## src/rtl/sorted_timer_table_top_defines.svh

```systemverilog
// assertion macros for the sorted timer table
// used by files under rtl that carry concurrent checks
`ifndef SORTED_TIMER_TABLE_TOP_DEFINES_SVH
`define SORTED_TIMER_TABLE_TOP_DEFINES_SVH
`ifndef ASSERT_OFF
`define STT_ASSERT(label, clk, rst_n, prop, msg) \
  label: assert property (@(posedge clk) disable iff (!rst_n) prop) else $error(msg);
`define STT_ASSERT_NR(label, clk, prop, msg) \
  label: assert property (@(posedge clk) prop) else $error(msg);
`else
`define STT_ASSERT(label, clk, rst_n, prop, msg)
`define STT_ASSERT_NR(label, clk, prop, msg)
`endif
`endif

```

## src/rtl/stt_pkg.sv

```systemverilog
// shared types and constants of the sorted timer table
// no dependencies
package stt_pkg;
  localparam int unsigned TIMER_SLOTS_DEF = 16;
  localparam int unsigned IDENT_WIDTH_DEF = 16;
  localparam logic [15:0] CHECK_RESET = 16'd1000;
  localparam logic [31:0] DAY_SECONDS = 32'd86400;

  localparam logic [1:0] OP_TICK = 2'd0;
  localparam logic [1:0] OP_ADD  = 2'd1;
  localparam logic [1:0] OP_MOD  = 2'd2;
  localparam logic [1:0] OP_DEL  = 2'd3;

  localparam logic [1:0] KIND_ONESHOT = 2'd0;
  localparam logic [1:0] KIND_PERIOD  = 2'd1;
  localparam logic [1:0] KIND_DONCE   = 2'd2;
  localparam logic [1:0] KIND_DREP    = 2'd3;

  localparam logic [1:0] ST_OK   = 2'd0;
  localparam logic [1:0] ST_MISS = 2'd1;
  localparam logic [1:0] ST_FULL = 2'd2;

  typedef struct packed {
    logic       valid;
    logic       kind;
    logic [1:0] status;
    logic       last;
  } res_ctl_t;
endpackage

```

## src/rtl/sorted_timer_table_top.sv

```systemverilog
// top level of the sorted timer table: sequencer over entry and order memories
// depends on stt_pkg, stt_order and sorted_timer_table_top_defines.svh
//
//  port group   direction  handshake
//  in_*         input      start high while busy low takes a transaction
//  out_*        output     out_strobe marks one result a cycle, no stall
//  cfg_*        input      cfg_wr_en writes daily_check_period_ms
//
// every step reads each visited order position, then uses the registered data.
// add: insert search and shift; modify and delete: two-pass lookup, then remove
// and, for modify, insert again (a modify that misses adds a new timer). a tick
// rescans from the head after each firing, then makes a daily pass when the check
// is due. fired results leave one firing late so the final one can carry
// last_result; the receiver cannot stall. reset clears control state, slot valid
// bits, done flags and the order count; no clearing pass is needed.
`include "sorted_timer_table_top_defines.svh"
module sorted_timer_table_top #(
  parameter int unsigned TIMER_SLOTS = stt_pkg::TIMER_SLOTS_DEF,
  parameter int unsigned IDENT_WIDTH = stt_pkg::IDENT_WIDTH_DEF
) (
  input  logic                   clk,
  input  logic                   rst_n,
  input  logic                   start,
  output logic                   busy,
  input  logic [1:0]             in_opcode,
  input  logic [1:0]             in_timer_kind,
  input  logic [IDENT_WIDTH-1:0] in_timer_ident,
  input  logic [31:0]            in_interval_ms,
  input  logic [16:0]            in_day_second,
  input  logic [31:0]            in_now_ms,
  input  logic [16:0]            in_now_day_second,
  output logic                   out_strobe,
  output logic                   out_result_kind,
  output logic [IDENT_WIDTH-1:0] out_result_ident,
  output logic [1:0]             out_status_code,
  output logic                   out_last_result,
  input  logic                   cfg_wr_en,
  input  logic [15:0]            cfg_wr_data
);
  localparam int unsigned SW = (TIMER_SLOTS > 1) ? $clog2(TIMER_SLOTS) : 1;
  localparam int unsigned CW = $clog2(TIMER_SLOTS + 1);
  localparam logic [CW-1:0] FULL_CNT = CW'(TIMER_SLOTS);

  typedef enum logic [17:0] {
    S_IDLE   = 18'h00001,
    S_FIND_R = 18'h00002,  // issue order read at pos
    S_FIND_W = 18'h00004,  // read data valid, inspect
    S_DONE   = 18'h00008,  // decide after lookup
    S_RM_R   = 18'h00010,  // shift left: read pos+1
    S_RM_W   = 18'h00020,  // write pos
    S_INS_R  = 18'h00040,  // search insert point
    S_INS_W  = 18'h00080,
    S_SH_R   = 18'h00100,  // shift right: read pos-1
    S_SH_W   = 18'h00200,
    S_PUT    = 18'h00400,  // write slot at insert pos
    S_MS_R   = 18'h00800,  // tick ms scan
    S_MS_W   = 18'h01000,
    S_CHK    = 18'h02000,  // daily check due?
    S_DY_R   = 18'h04000,  // tick daily scan
    S_DY_W   = 18'h08000,
    S_FIN    = 18'h10000,  // flush held fired result
    S_EMIT   = 18'h20000   // status result
  } state_t;

  // what to do after a remove completes
  typedef enum logic [3:0] {
    AF_STATUS = 4'b0001,
    AF_INSERT = 4'b0010,
    AF_MSNEXT = 4'b0100,
    AF_DYNEXT = 4'b1000
  } after_t;

  state_t state_r;
  after_t after_r;

  // entry store held per slot (narrow depth, read at scan-selected slot)
  logic                   valid_r [TIMER_SLOTS];
  logic                   done_r  [TIMER_SLOTS];
  logic [1:0]             kind_m  [TIMER_SLOTS];
  logic [IDENT_WIDTH-1:0] ident_m [TIMER_SLOTS];
  logic [31:0]            key_m   [TIMER_SLOTS];  // deadline or day second
  logic [31:0]            per_m   [TIMER_SLOTS];

  logic [15:0]            period_r;
  logic [31:0]            chk_r;
  logic [IDENT_WIDTH-1:0] next_id_r;
  logic [CW-1:0]          cnt_r;

  logic [1:0]  op_r, tkind_r;
  logic [IDENT_WIDTH-1:0] tid_r;
  logic [31:0] ival_r, now_r;
  logic [16:0] ds_r, nds_r;

  logic [CW-1:0] pos_r, ipos_r, base_r;
  logic          pass_r, found_r;
  logic [SW-1:0] slot_r;

  // status of an operation
  logic [1:0]             stat_code_r;
  logic [IDENT_WIDTH-1:0] stat_id_r;

  // fired result held back until the next firing or the end of the tick
  logic                   hold_valid_r;
  logic [IDENT_WIDTH-1:0] hold_id_r;

  // result registers
  stt_pkg::res_ctl_t      res_r;
  logic [IDENT_WIDTH-1:0] res_id_r;

  // order memory access
  logic          o_rd_en, o_wr_en;
  logic [SW-1:0] o_rd_addr, o_wr_addr, o_wr_data, o_rd_data;

  stt_order #(.SLOTS(TIMER_SLOTS), .SW(SW)) u_order (
    .clk    (clk),
    .rd_en  (o_rd_en),
    .rd_addr(o_rd_addr),
    .rd_data(o_rd_data),
    .wr_en  (o_wr_en),
    .wr_addr(o_wr_addr),
    .wr_data(o_wr_data)
  );

  logic [SW-1:0] free_slot;
  logic          free_ok;
  always_comb begin
    free_slot = '0;
    free_ok   = 1'b0;
    for (int i = TIMER_SLOTS - 1; i >= 0; i--) begin
      if (!valid_r[i]) begin
        free_slot = SW'(i);
        free_ok   = 1'b1;
      end
    end
  end

  logic [16:0] ds_fix;
  assign ds_fix = (ds_r == 17'd0) ? 17'd1 : ds_r;

  // fields of the slot just read from order
  logic          rd_daily;
  logic [31:0]   rd_key;
  assign rd_daily = kind_m[o_rd_data][1];
  assign rd_key   = key_m[o_rd_data];

  logic          my_daily;
  assign my_daily = kind_m[slot_r][1];

  logic [IDENT_WIDTH-1:0] id_inc;
  assign id_inc = next_id_r + IDENT_WIDTH'(1);

  logic fire_ms, fire_dy, st_emit, fin_emit, pass_emit;
  assign fire_ms   = (state_r == S_MS_W) && !rd_daily && !done_r[o_rd_data] &&
                     (rd_key <= now_r);
  assign fire_dy   = (state_r == S_DY_W) && rd_daily && !done_r[o_rd_data] &&
                     (rd_key <= 32'(nds_r));
  assign st_emit   = (state_r == S_EMIT);
  assign fin_emit  = (state_r == S_FIN) && hold_valid_r;
  assign pass_emit = (fire_ms || fire_dy) && hold_valid_r;

  assign busy = (state_r != S_IDLE);

  always_comb begin
    o_rd_en   = 1'b0;
    o_rd_addr = '0;
    o_wr_en   = 1'b0;
    o_wr_addr = '0;
    o_wr_data = '0;
    unique case (state_r)
      S_FIND_R, S_MS_R, S_DY_R, S_INS_R: begin
        o_rd_en   = 1'b1;
        o_rd_addr = pos_r[SW-1:0];
      end
      S_RM_R: begin
        o_rd_en   = 1'b1;
        o_rd_addr = SW'(pos_r + CW'(1));
      end
      S_SH_R: begin
        o_rd_en   = 1'b1;
        o_rd_addr = SW'(pos_r - CW'(1));
      end
      S_RM_W, S_SH_W: begin
        o_wr_en   = 1'b1;
        o_wr_addr = pos_r[SW-1:0];
        o_wr_data = o_rd_data;
      end
      S_PUT: begin
        o_wr_en   = 1'b1;
        o_wr_addr = ipos_r[SW-1:0];
        o_wr_data = slot_r;
      end
      default: ;
    endcase
  end

  always_ff @(posedge clk) begin
    if (!rst_n) begin
      state_r      <= S_IDLE;
      after_r      <= AF_STATUS;
      period_r     <= stt_pkg::CHECK_RESET;
      chk_r        <= 32'(stt_pkg::CHECK_RESET);
      next_id_r    <= IDENT_WIDTH'(1);
      cnt_r        <= '0;
      hold_valid_r <= 1'b0;
      for (int i = 0; i < TIMER_SLOTS; i++) begin
        valid_r[i] <= 1'b0;
        done_r[i]  <= 1'b0;
      end
    end else begin
      if (cfg_wr_en) begin
        period_r <= cfg_wr_data;
      end
      unique case (state_r)
        S_IDLE: begin
          if (start) begin
            op_r    <= in_opcode;
            tkind_r <= in_timer_kind;
            tid_r   <= in_timer_ident;
            ival_r  <= in_interval_ms;
            ds_r    <= in_day_second;
            now_r   <= in_now_ms;
            nds_r   <= in_now_day_second;
            pos_r   <= '0;
            pass_r  <= 1'b0;
            found_r <= 1'b0;
            if (in_opcode == stt_pkg::OP_TICK) begin
              state_r <= S_MS_R;
            end else if (in_opcode == stt_pkg::OP_ADD) begin
              state_r <= S_DONE;
            end else if (in_timer_ident == '0) begin
              state_r <= S_DONE;
            end else begin
              state_r <= S_FIND_R;
            end
          end
        end
        // two-pass identifier lookup
        S_FIND_R: begin
          if (pos_r >= cnt_r) begin
            if (pass_r) begin
              state_r <= S_DONE;
            end else begin
              pass_r <= 1'b1;
              pos_r  <= '0;
            end
          end else begin
            state_r <= S_FIND_W;
          end
        end
        S_FIND_W: begin
          if (rd_daily == pass_r && ident_m[o_rd_data] == tid_r) begin
            found_r <= 1'b1;
            slot_r  <= o_rd_data;
            base_r  <= pos_r;
            state_r <= S_DONE;
          end else begin
            pos_r   <= pos_r + CW'(1);
            state_r <= S_FIND_R;
          end
        end
        S_DONE: begin
          if (op_r == stt_pkg::OP_DEL) begin
            stat_code_r <= found_r ? stt_pkg::ST_OK : stt_pkg::ST_MISS;
            stat_id_r   <= found_r ? ident_m[slot_r] : tid_r;
            if (found_r) begin
              valid_r[slot_r] <= 1'b0;
              pos_r   <= base_r;
              after_r <= AF_STATUS;
              state_r <= S_RM_R;
            end else begin
              state_r <= S_EMIT;
            end
          end else if (found_r) begin
            // retime in place, then remove and reinsert
            if (!kind_m[slot_r][1]) begin
              key_m[slot_r] <= now_r + ival_r;
              per_m[slot_r] <= ival_r;
            end else begin
              key_m[slot_r]  <= 32'(ds_fix);
              per_m[slot_r]  <= stt_pkg::DAY_SECONDS;
              done_r[slot_r] <= ds_fix < nds_r;
            end
            stat_code_r <= stt_pkg::ST_OK;
            stat_id_r   <= ident_m[slot_r];
            pos_r   <= base_r;
            after_r <= AF_INSERT;
            state_r <= S_RM_R;
          end else if (!free_ok) begin
            stat_code_r <= stt_pkg::ST_FULL;
            stat_id_r   <= '0;
            state_r     <= S_EMIT;
          end else begin
            slot_r             <= free_slot;
            valid_r[free_slot] <= 1'b1;
            kind_m[free_slot]  <= tkind_r;
            ident_m[free_slot] <= next_id_r;
            next_id_r <= (id_inc == '0) ? IDENT_WIDTH'(1) : id_inc;
            if (!tkind_r[1]) begin
              key_m[free_slot]  <= now_r + ival_r;
              per_m[free_slot]  <= ival_r;
              done_r[free_slot] <= 1'b0;
            end else begin
              key_m[free_slot]  <= 32'(ds_fix);
              per_m[free_slot]  <= stt_pkg::DAY_SECONDS;
              done_r[free_slot] <= ds_fix < nds_r;
            end
            stat_code_r <= stt_pkg::ST_OK;
            stat_id_r   <= next_id_r;
            pos_r   <= '0;
            after_r <= AF_STATUS;
            state_r <= S_INS_R;
          end
        end
        // remove entry at pos: shift tail left
        S_RM_R: begin
          if (pos_r + CW'(1) >= cnt_r) begin
            cnt_r <= cnt_r - CW'(1);
            case (after_r)
              AF_INSERT: begin
                pos_r   <= '0;
                state_r <= S_INS_R;
              end
              AF_MSNEXT: begin
                pos_r   <= '0;
                state_r <= S_MS_R;
              end
              AF_DYNEXT: begin
                pos_r   <= base_r;
                state_r <= S_DY_R;
              end
              default: state_r <= S_EMIT;
            endcase
          end else begin
            state_r <= S_RM_W;
          end
        end
        S_RM_W: begin
          pos_r   <= pos_r + CW'(1);
          state_r <= S_RM_R;
        end
        // search insert point for slot_r
        S_INS_R: begin
          if (cnt_r >= FULL_CNT) begin
            pos_r   <= '0;
            state_r <= (op_r == stt_pkg::OP_TICK) ? S_MS_R : S_EMIT;
          end else if (pos_r >= cnt_r) begin
            ipos_r  <= pos_r;
            state_r <= S_SH_R;
            pos_r   <= cnt_r;
          end else begin
            state_r <= S_INS_W;
          end
        end
        S_INS_W: begin
          if (rd_daily == my_daily && rd_key >= key_m[slot_r]) begin
            ipos_r  <= pos_r;
            pos_r   <= cnt_r;
            state_r <= S_SH_R;
          end else begin
            pos_r   <= pos_r + CW'(1);
            state_r <= S_INS_R;
          end
        end
        S_SH_R: begin
          if (pos_r <= ipos_r) begin
            state_r <= S_PUT;
          end else begin
            state_r <= S_SH_W;
          end
        end
        S_SH_W: begin
          pos_r   <= pos_r - CW'(1);
          state_r <= S_SH_R;
        end
        S_PUT: begin
          cnt_r <= cnt_r + CW'(1);
          if (op_r == stt_pkg::OP_TICK) begin
            pos_r   <= '0;
            state_r <= S_MS_R;
          end else begin
            state_r <= S_EMIT;
          end
        end
        // tick: fire the first due ms entry not yet fired, then rescan from the head
        S_MS_R: begin
          if (pos_r >= cnt_r) begin
            state_r <= S_CHK;
          end else begin
            state_r <= S_MS_W;
          end
        end
        S_MS_W: begin
          if (rd_daily || done_r[o_rd_data]) begin
            // daily entries and reloaded ones already fired this tick
            pos_r   <= pos_r + CW'(1);
            state_r <= S_MS_R;
          end else if (!fire_ms) begin
            state_r <= S_CHK;
          end else begin
            hold_valid_r <= 1'b1;
            hold_id_r    <= ident_m[o_rd_data];
            slot_r       <= o_rd_data;
            if (kind_m[o_rd_data] == stt_pkg::KIND_PERIOD) begin
              key_m[o_rd_data]  <= now_r + per_m[o_rd_data];
              done_r[o_rd_data] <= 1'b1;  // ms entry: fired-this-tick mark
              after_r <= AF_INSERT;
            end else begin
              valid_r[o_rd_data] <= 1'b0;
              after_r <= AF_MSNEXT;
            end
            state_r <= S_RM_R;
          end
        end
        S_CHK: begin
          for (int i = 0; i < TIMER_SLOTS; i++) begin
            if (!kind_m[i][1]) done_r[i] <= 1'b0;
          end
          if (chk_r <= now_r) begin
            chk_r   <= now_r + 32'(period_r);
            pos_r   <= '0;
            state_r <= S_DY_R;
          end else begin
            state_r <= S_FIN;
          end
        end
        S_DY_R: begin
          if (pos_r >= cnt_r) begin
            state_r <= S_FIN;
          end else begin
            state_r <= S_DY_W;
          end
        end
        S_DY_W: begin
          if (fire_dy && kind_m[o_rd_data] == stt_pkg::KIND_DONCE) begin
            // removal pulls the next entry into this position
            hold_valid_r       <= 1'b1;
            hold_id_r          <= ident_m[o_rd_data];
            valid_r[o_rd_data] <= 1'b0;
            base_r  <= pos_r;
            after_r <= AF_DYNEXT;
            state_r <= S_RM_R;
          end else begin
            pos_r   <= pos_r + CW'(1);
            state_r <= S_DY_R;
            if (fire_dy) begin
              hold_valid_r      <= 1'b1;
              hold_id_r         <= ident_m[o_rd_data];
              done_r[o_rd_data] <= 1'b1;
            end else if (rd_daily && rd_key > 32'(nds_r)) begin
              done_r[o_rd_data] <= 1'b0;
            end
          end
        end
        S_FIN: begin
          hold_valid_r <= 1'b0;
          state_r      <= S_IDLE;
        end
        S_EMIT: begin
          state_r <= S_IDLE;
        end
        default: state_r <= S_IDLE;
      endcase
    end
  end

  always_ff @(posedge clk) begin
    if (!rst_n) begin
      res_r    <= '0;
      res_id_r <= '0;
    end else begin
      res_r.valid  <= st_emit || fin_emit || pass_emit;
      res_r.kind   <= !st_emit;
      res_r.status <= st_emit ? stat_code_r : stt_pkg::ST_OK;
      res_r.last   <= st_emit || fin_emit;
      res_id_r     <= st_emit ? stat_id_r : hold_id_r;
    end
  end

  assign out_strobe       = res_r.valid;
  assign out_result_kind  = res_r.kind;
  assign out_result_ident = res_id_r;
  assign out_status_code  = res_r.status;
  assign out_last_result  = res_r.last;

  `STT_ASSERT(a_cnt_bound, clk, rst_n, (cnt_r <= FULL_CNT), "order count beyond table size")
  `STT_ASSERT(a_idle_quiet, clk, rst_n, (state_r == S_IDLE |=> !o_wr_en), "order write while idle")
  `STT_ASSERT(a_id_nonzero, clk, rst_n, (next_id_r != '0), "identifier counter reached zero")
  `STT_ASSERT_NR(a_reset_idle, clk, (!rst_n |=> !busy), "busy after reset")
endmodule

```

## src/rtl/stt_order.sv

```systemverilog
// sorted order list of the timer table: a memory of slot numbers (count kept in the top)
// depends on stt_pkg; one read and one write a cycle, registered read data
module stt_order #(
  parameter int unsigned SLOTS = stt_pkg::TIMER_SLOTS_DEF,
  parameter int unsigned SW    = $clog2(SLOTS)
) (
  input  logic          clk,
  input  logic          rd_en,
  input  logic [SW-1:0] rd_addr,
  output logic [SW-1:0] rd_data,
  input  logic          wr_en,
  input  logic [SW-1:0] wr_addr,
  input  logic [SW-1:0] wr_data
);
  logic [SW-1:0] mem [SLOTS];
  logic [SW-1:0] rd_data_r;

  always_ff @(posedge clk) begin
    if (wr_en) begin
      mem[wr_addr] <= wr_data;
    end
    if (rd_en) begin
      rd_data_r <= mem[rd_addr];
    end
  end
  assign rd_data = rd_data_r;
endmodule
```

## config.mk

```make
export PLATFORM = sky130hd
export DESIGN_NAME = sorted_timer_table_top
export DESIGN_NICKNAME = d
export VERILOG_FILES = /design/src/rtl/stt_pkg.sv /design/src/rtl/sorted_timer_table_top.sv /design/src/rtl/stt_order.sv
export VERILOG_INCLUDE_DIRS = /design/src /design/src/rtl
export SDC_FILE = /design/constraint.sdc
export NUM_CORES = 2
export LEC_CHECK = 0
export BUFFER_PORTS_ARGS = -buffer_cell sky130_fd_sc_hd__clkbuf_2
export CORE_ASPECT_RATIO = 1.4
export CORE_MARGIN = 1.5
export CORE_UTILIZATION = 55
export DETAILED_ROUTE_END_ITERATION = 7
export PLACE_DENSITY = 0.77
export SKIP_CTS_REPAIR_TIMING = 1
export SYNTH_ARGS = -nofsm -noshare
export SYNTH_HDL_FRONTEND = slang
export SYNTH_SLANG_ARGS = --single-unit
```

## constraint.sdc

```tcl
create_clock -name clk -period 10.9 [get_ports clk]
set_clock_uncertainty 0.1 [all_clocks]
set_input_delay 0 -clock clk [delete_from_list [all_inputs] [get_ports clk]]
set_output_delay 0 -clock clk [all_outputs]
set_load 0.1 [all_outputs]
```

### Word-level counts from Yosys, hierarchy flattened

Memories as Yosys holds them, arrays and structs flattened. A register that Yosys moved wholly into a read port is not among the register bits.
Cells that the tools add are included.

| storage, ports and cells | value |
|---|---|
| bits in writable memories | 1408 |
| output and inout port bits | 22 |
| input bits | 138 |
| register bits after elaboration | 286 |
| memories | 7 |
| logic and storage cells | 513 |

Memories:

| memory | words | width | rd ports | clocked after memory_dff | write ports | line | source |
|---|---|---|---|---|---|---|---|
| key_m | 16 | 32 | 2 | 1 | 1 | sorted_timer_table_top.sv:81 | `logic [31:0] key_m [TIMER_SLOTS];` |
| per_m | 16 | 32 | 1 | 0 | 1 | sorted_timer_table_top.sv:82 | `logic [31:0] per_m [TIMER_SLOTS];` |
| ident_m | 16 | 16 | 2 | 1 | 1 | sorted_timer_table_top.sv:80 | `logic [IDENT_WIDTH-1:0] ident_m [TIMER_SLOTS];` |
| u_order.mem | 16 | 4 | 1 | 1 | 1 | stt_order.sv:15 | `logic [SW-1:0] mem [SLOTS];` |
| kind_m | 16 | 2 | 18 | 1 | 1 | sorted_timer_table_top.sv:79 | `logic [1:0] kind_m [TIMER_SLOTS];` |
| done_r | 16 | 1 | 1 | 0 | 16 | sorted_timer_table_top.sv:78 | `logic done_r [TIMER_SLOTS];` |
| 1 more memories | - | - | - | - | - | - |  |

| operators by class | value |
|---|---|
| add/subtract/negate cells | 8 |
| reductions and logical operators | 64 |
| mux-type cells | 316 |
| bitwise operators | 26 |
| order comparisons | 10 |
| equality and inequality tests | 54 |

Operator list:

| operator | count |
|---|---|
| 18-bit case mux with 16 select lines | 1 |
| 32-bit two-way mux | 7 |
| 1-bit two-way mux | 192 |
| 18-bit two-way mux | 10 |
| 4-bit two-way mux | 44 |
| 16-bit two-way mux | 10 |
| 5-bit two-way mux | 22 |
| 32-bit OR reduction | 3 |
| 5-bit case mux with 13 select lines | 1 |
| 32-bit adder | 2 |
| 32-bit <= comparator | 2 |
| 18-bit case mux with 3 select lines | 1 |
| 17-bit two-way mux | 3 |
| 14-bit two-way mux | 3 |
| 5-bit case mux with 2 select lines | 4 |
| 4-bit case mux with 3 select lines | 3 |
| 2-bit != test, second input constant | 17 |
| 32-bit by 16-bit adder with 32-bit output | 1 |
| 32-bit greater-or-equal comparator | 1 |
| 32-bit by 17-bit > comparator with 1-bit output | 1 |
| 32-bit by 17-bit <= comparator with 1-bit output | 1 |
| 16-bit zero test | 2 |
| 16-bit case mux with 2 select lines | 1 |
| 1-bit bitwise OR | 24 |
| 66 further kinds | 122 |

### Logic depth before layout (Yosys ltp)

An unclocked memory read counts as a cell.

| logic depth | value |
|---|---|
| depth after elaboration | 27 |
| mapped depth | 24 |
| depth with buffers taken out | 15 |

### Modules after synthesis

Synthesis repeated with hierarchy kept, for this count alone.

| second synthesis, totals | value |
|---|---|
| cells, all modules | 4752 |
| area, all modules | 79502.5 um^2 |

By module, submodules not included:

| module | cells each | sequential area each (um^2) | times used | area an instance (um^2) |
|---|---|---|---|---|
| sorted_timer_table_top | 4622 | 47645.7 | 1 | 76796.2 |
| stt_order | 130 | 2042.0 | 1 | 2706.3 |

### Worst setup path after synthesis

OpenSTA, ideal clock, no wires.

| timing path | value |
|---|---|
| path type | register to register |
| start | register state_r[4] |
| end | register ds_r[0], enable pin |
| arrival | 7702 ps |
| setup time | 596 ps |
| stages on the path, launching flop included | 6 |
| slack | 2502 ps |
| required time | 10204 ps |
| clock period less this slack | 8398 ps |
| cells stage by stage | dfxtp_1 > nor4_2 > and3_1 > clkbuf_1 > nand4b_1 > nor2_1 |

| between the ends | value |
|---|---|
| cells in the longest elaborated chain, start to end | 2 |

Ends and longest elaborated chain:

| element | line | source |
|---|---|---|
| start, declared | sorted_timer_table_top.sv:73 | `state_t state_r;` |
| start signal, assigned | sorted_timer_table_top.sv:345 | `state_r <= (op_r == stt_pkg::OP_TICK) ? S_MS_R : S_EMIT;` |
| 18-bit by 1-bit equality test with 1-bit output | sorted_timer_table_top.sv:213 | `unique case (state_r)` |
| 3-bit AND reduction (no line) | - |  |
| end signal, assigned | sorted_timer_table_top.sv:220 | `ds_r <= in_day_second;` |
| end, declared | sorted_timer_table_top.sv:92 | `logic [16:0] ds_r, nds_r;` |

Every way passes these cells.
A chain may end at the register's enable or synchronous reset.

### Worst setup path after layout

| timing path | value |
|---|---|
| start | register u_order.rd_data_r[2], in the netlist u_order.rd_data[2] (read register of u_order.mem) |
| end | memory key_m[8][25], enable pin |

| between the ends | value |
|---|---|
| cells in the longest elaborated chain, start to end | 12 |
| elaborated cells on any way between the ends | 20 |
| those cells by class | order compare (1); eq/ne (1); mux (8); reduce/logical (7); memory (3) |

Ends and longest elaborated chain:

| element | line | source |
|---|---|---|
| start, declared | stt_order.sv:16 | `logic [SW-1:0] rd_data_r;` |
| branches (longest 12 deep; another with memory read 16 x 32 bit) | - |  |
| end, declared | sorted_timer_table_top.sv:81 |  |

Several ways; the timed one is not identified.

==> impl_metrics.yaml <==
cells_and_area:
  syn2layout_area_growth_pct: 15.0
  final_cells: 7240
  layout_common_cells: "edfxtp_1 (1560), mux4_2 (649), dlygate4sd3_1 (283)"
  layout.filler_cells: 9618
  design_area_um2: 91100
  leading_cell_type_in_the_layout_fill_and_taps_excluded: "edfxtp_1"
  fraction_of_final_layout_cells_with_drive_strength_greater_than_1_pct: 23.6
  nets: 5559
timing:
  timing.final.setup_violations: 0
  hold_viol: 0
  timing.final.crit_share_pct: 78.6
  finalCriticalPeriod_ns: 8.57
  clock.fmax_mhz: 117
  relSlewSlack_pct: 9.26
  tightestPinTransition_ns: 1.36
  finalMaxSlewViolations: 0
  setup-tns-final_ns: 0
  hold_ws_ns: 0.152
  grt_setup_unrepaired: "no"
global_routing:
  grt_pass1_wl_mm: 318
  maximum_number_of_pins_on_one_net_before_global_route_repair: 142
  global_route.overflow_total: 0
  antenna_found_initial: 8
  first_global_vias: 48300
  overall_track_demand_over_capacity_in_global_routing_pct: 30.1
clock_tree:
  cts_tree: "yes"
  clock-sinks: 1702
  htreeDepth: 4
  number_of_buffers_created_by_cts: 161
  cts.path.max_buffers: 3
  worstSkewPairLatency_ns: 0.83
  clkSlewWorstSetupHoldPaths_ns: 0.06
  clockRootBuffer: "clkbuf_16"
pwr:
  vdd_ir_drop_max_mv: 0.209
  powerDensity_nw_per_um2: 181
  leakage_component_of_the_power_uw: 0.0306
die:
  rows: 164
  design.core.area_um2: 143000
  die_outline_area_um2: 146000
  die_h_um: 452
  die_w_um: 324
  io-pin-count: 160
  initial_core_util_pct: 55.5
placed_design:
  place_area_um2: 82700
  gpl.final_weighted_congestion: 0.962
  number_of_placed_instances_taps_included: 6649
  placement.io_buffers: 159
  detailedPlacementHpwl_mm: 139
worst_setup_path:
  r2r_cells: 15
  cp.arrival_ns: 8.92
  criticalPathCategory: "reg -> reg"
  start_kind: "flop"
  cp-end-kind: "flop"
  cp_data_required_time_ns: 11.25
  largest_fanout_on_the_critical_path: 132
worst_hold_path:
  hold_path_depth: 6
  path_type_of_the_worst_min_delay_path: "in -> reg"
logic_synthesis:
  postSynthRegisterBits: 1702
  post_synth_main_area_contributors: "edfxtp_1 (59%), mux4_2 (18%), ha_1 (3.6%), dfxtp_1 (3.6%), a21oi_1 (1.3%)"
  syn-cell-area_um2: 79300
  yosys.area.top_type: "edfxtp_1"
  synth.lib_cells_used.distinct: 81
  yosys.area.top_type_share_pct: 59.1
  netlist_instances: 4730
  synth_enable_flop_cells: 1560
  postSynth.topFlopCell: "edfxtp_1"
  synth_async_sr_flop_share_pct: 0
  count_of_synthesis_stage_warnings_from_yosys: 0
  ys_seq_area_share_pct: 62.7
  synthesis.nets: 5100
  avgSynthCellArea_um2: 16.8
job:
  drv.max_cap_violation_count: 0
status:
  run_status: "finished, violations left"
  violations: "DRC"
detailed_routing:
  first_iter_violations: 6250
  drt-vias-per-instance: 6.82
  avgRoutedWirePerCell_um: 31.6
  ant_nets: 0
  drt_pre_antenna_iters: 8
  vias: 49400
  drcViolationCount: 11
  totalWireLength_mm: 229
cell families (layout without fill, tap and decap cells):
family                     after synthesis  count (layout)  share of synthesized area, %
AOI/OAI and AO/OA                      718             718                          5.91
xor gates and xnor gates               114             114                          1.26
adders and majority gates              232             232                          3.70
buffers and inverters                  397             994                          1.97
DFF                                   1702            1702                          62.7
muxes                                  706             706                          19.2
other                                    0               4                             0
and+or+nand+nor                        861             861                          5.30
sequential cells by signal (all words and copies together) (netlist names), 17 cells and up, named ones only:
| register | flops |
|---|---|
| now_r | 32 |
| ds_r | 17 |
| chk_r | 32 |
| key_m | 512 |
| per_m | 512 |
| state_r | 18 |
| ident_m | 256 |
| ival_r | 32 |
| u_order.mem | 64 |
| kind_m | 32 |
| nds_r | 17 |
final cells by class:
| type | count | area, µm² | share of cell area (%) |
|---|---|---|---|
| sequential | 1702 | 49700 | 54.5 |
| tap | 1909 | 2390 | 2.62 |
| timing repair buffer | 542 | 4450 | 4.88 |
| clock inverter | 108 | 1280 | 1.40 |
| antenna | 4 | 10.0 | 0.0110 |
| inverter | 151 | 573 | 0.629 |
| multi-input combinational | 2631 | 28400 | 31.2 |
| clock buffer | 193 | 4290 | 4.71 |
report_power, final:
part	internal, µW	switching, µW	total, µW
clock network	3450	2550	5990
logic	970	1690	2660
registers	7640	166	7810
synth_stat cells, types with 57 or more instances:
cell	number
edfxtp_1	1560
mux4_2	649
nor2_1	233
ha_1	228
nand2_1	221
a21oi_1	207
clkbuf_1	168
inv_1	150
dfxtp_1	142
o21ai_0	141
xnor2_1	78
a21o_1	65
nor3_1	58
a22oi_1	57
per-stage QoR:
step                      setup WS [ns]  power [µW]  utilization, %
final                              2.33       16500            63.8
after global routing               2.32       16900            63.8
after CTS                          2.64       16300            61.8
after detailed placement           2.62       10400            57.9
after global placement             2.80       10400            57.9
after floorplan                    2.50        9540               -
layer usage:
layer	part of all wire [%]	vias to the layer above	global-route usage, %
met5	0.019	-	0
met3	9.8	712	6.18
met4	5.7	8	15.8
met1	34	25100	36.7
met2	51	3351	50.6
li1	-	20200	-
critical path, stage by stage (launching register included):
cell and delay (ns):
edfxtp_1 0.37, buf_12 0.58, nor2b_1 0.57, buf_4 0.32, a22oi_1 0.11, nand2_1 0.22
ha_1 0.16, nand4_1 0.24, nor4_1 0.88, nor3b_1 0.69, a21oi_1 0.17, nor4_1 0.81
and3_1 1.01, a22oi_1 0.52, nor2_4 0.66, buf_4 0.51
final timing paths:
check	start	to	slack [ns]
worst min-delay path	in_opcode[1]	state_r[1]	0.15
worst max-delay path	u_order.rd_data[2]	key_m[8][25]	2.33
worst max register to register	u_order.rd_data[2]	key_m[8][25]	2.33
worst min register to register	chk_r[16]	chk_r[16]	0.37
Power figures use the tool's default switching activity.
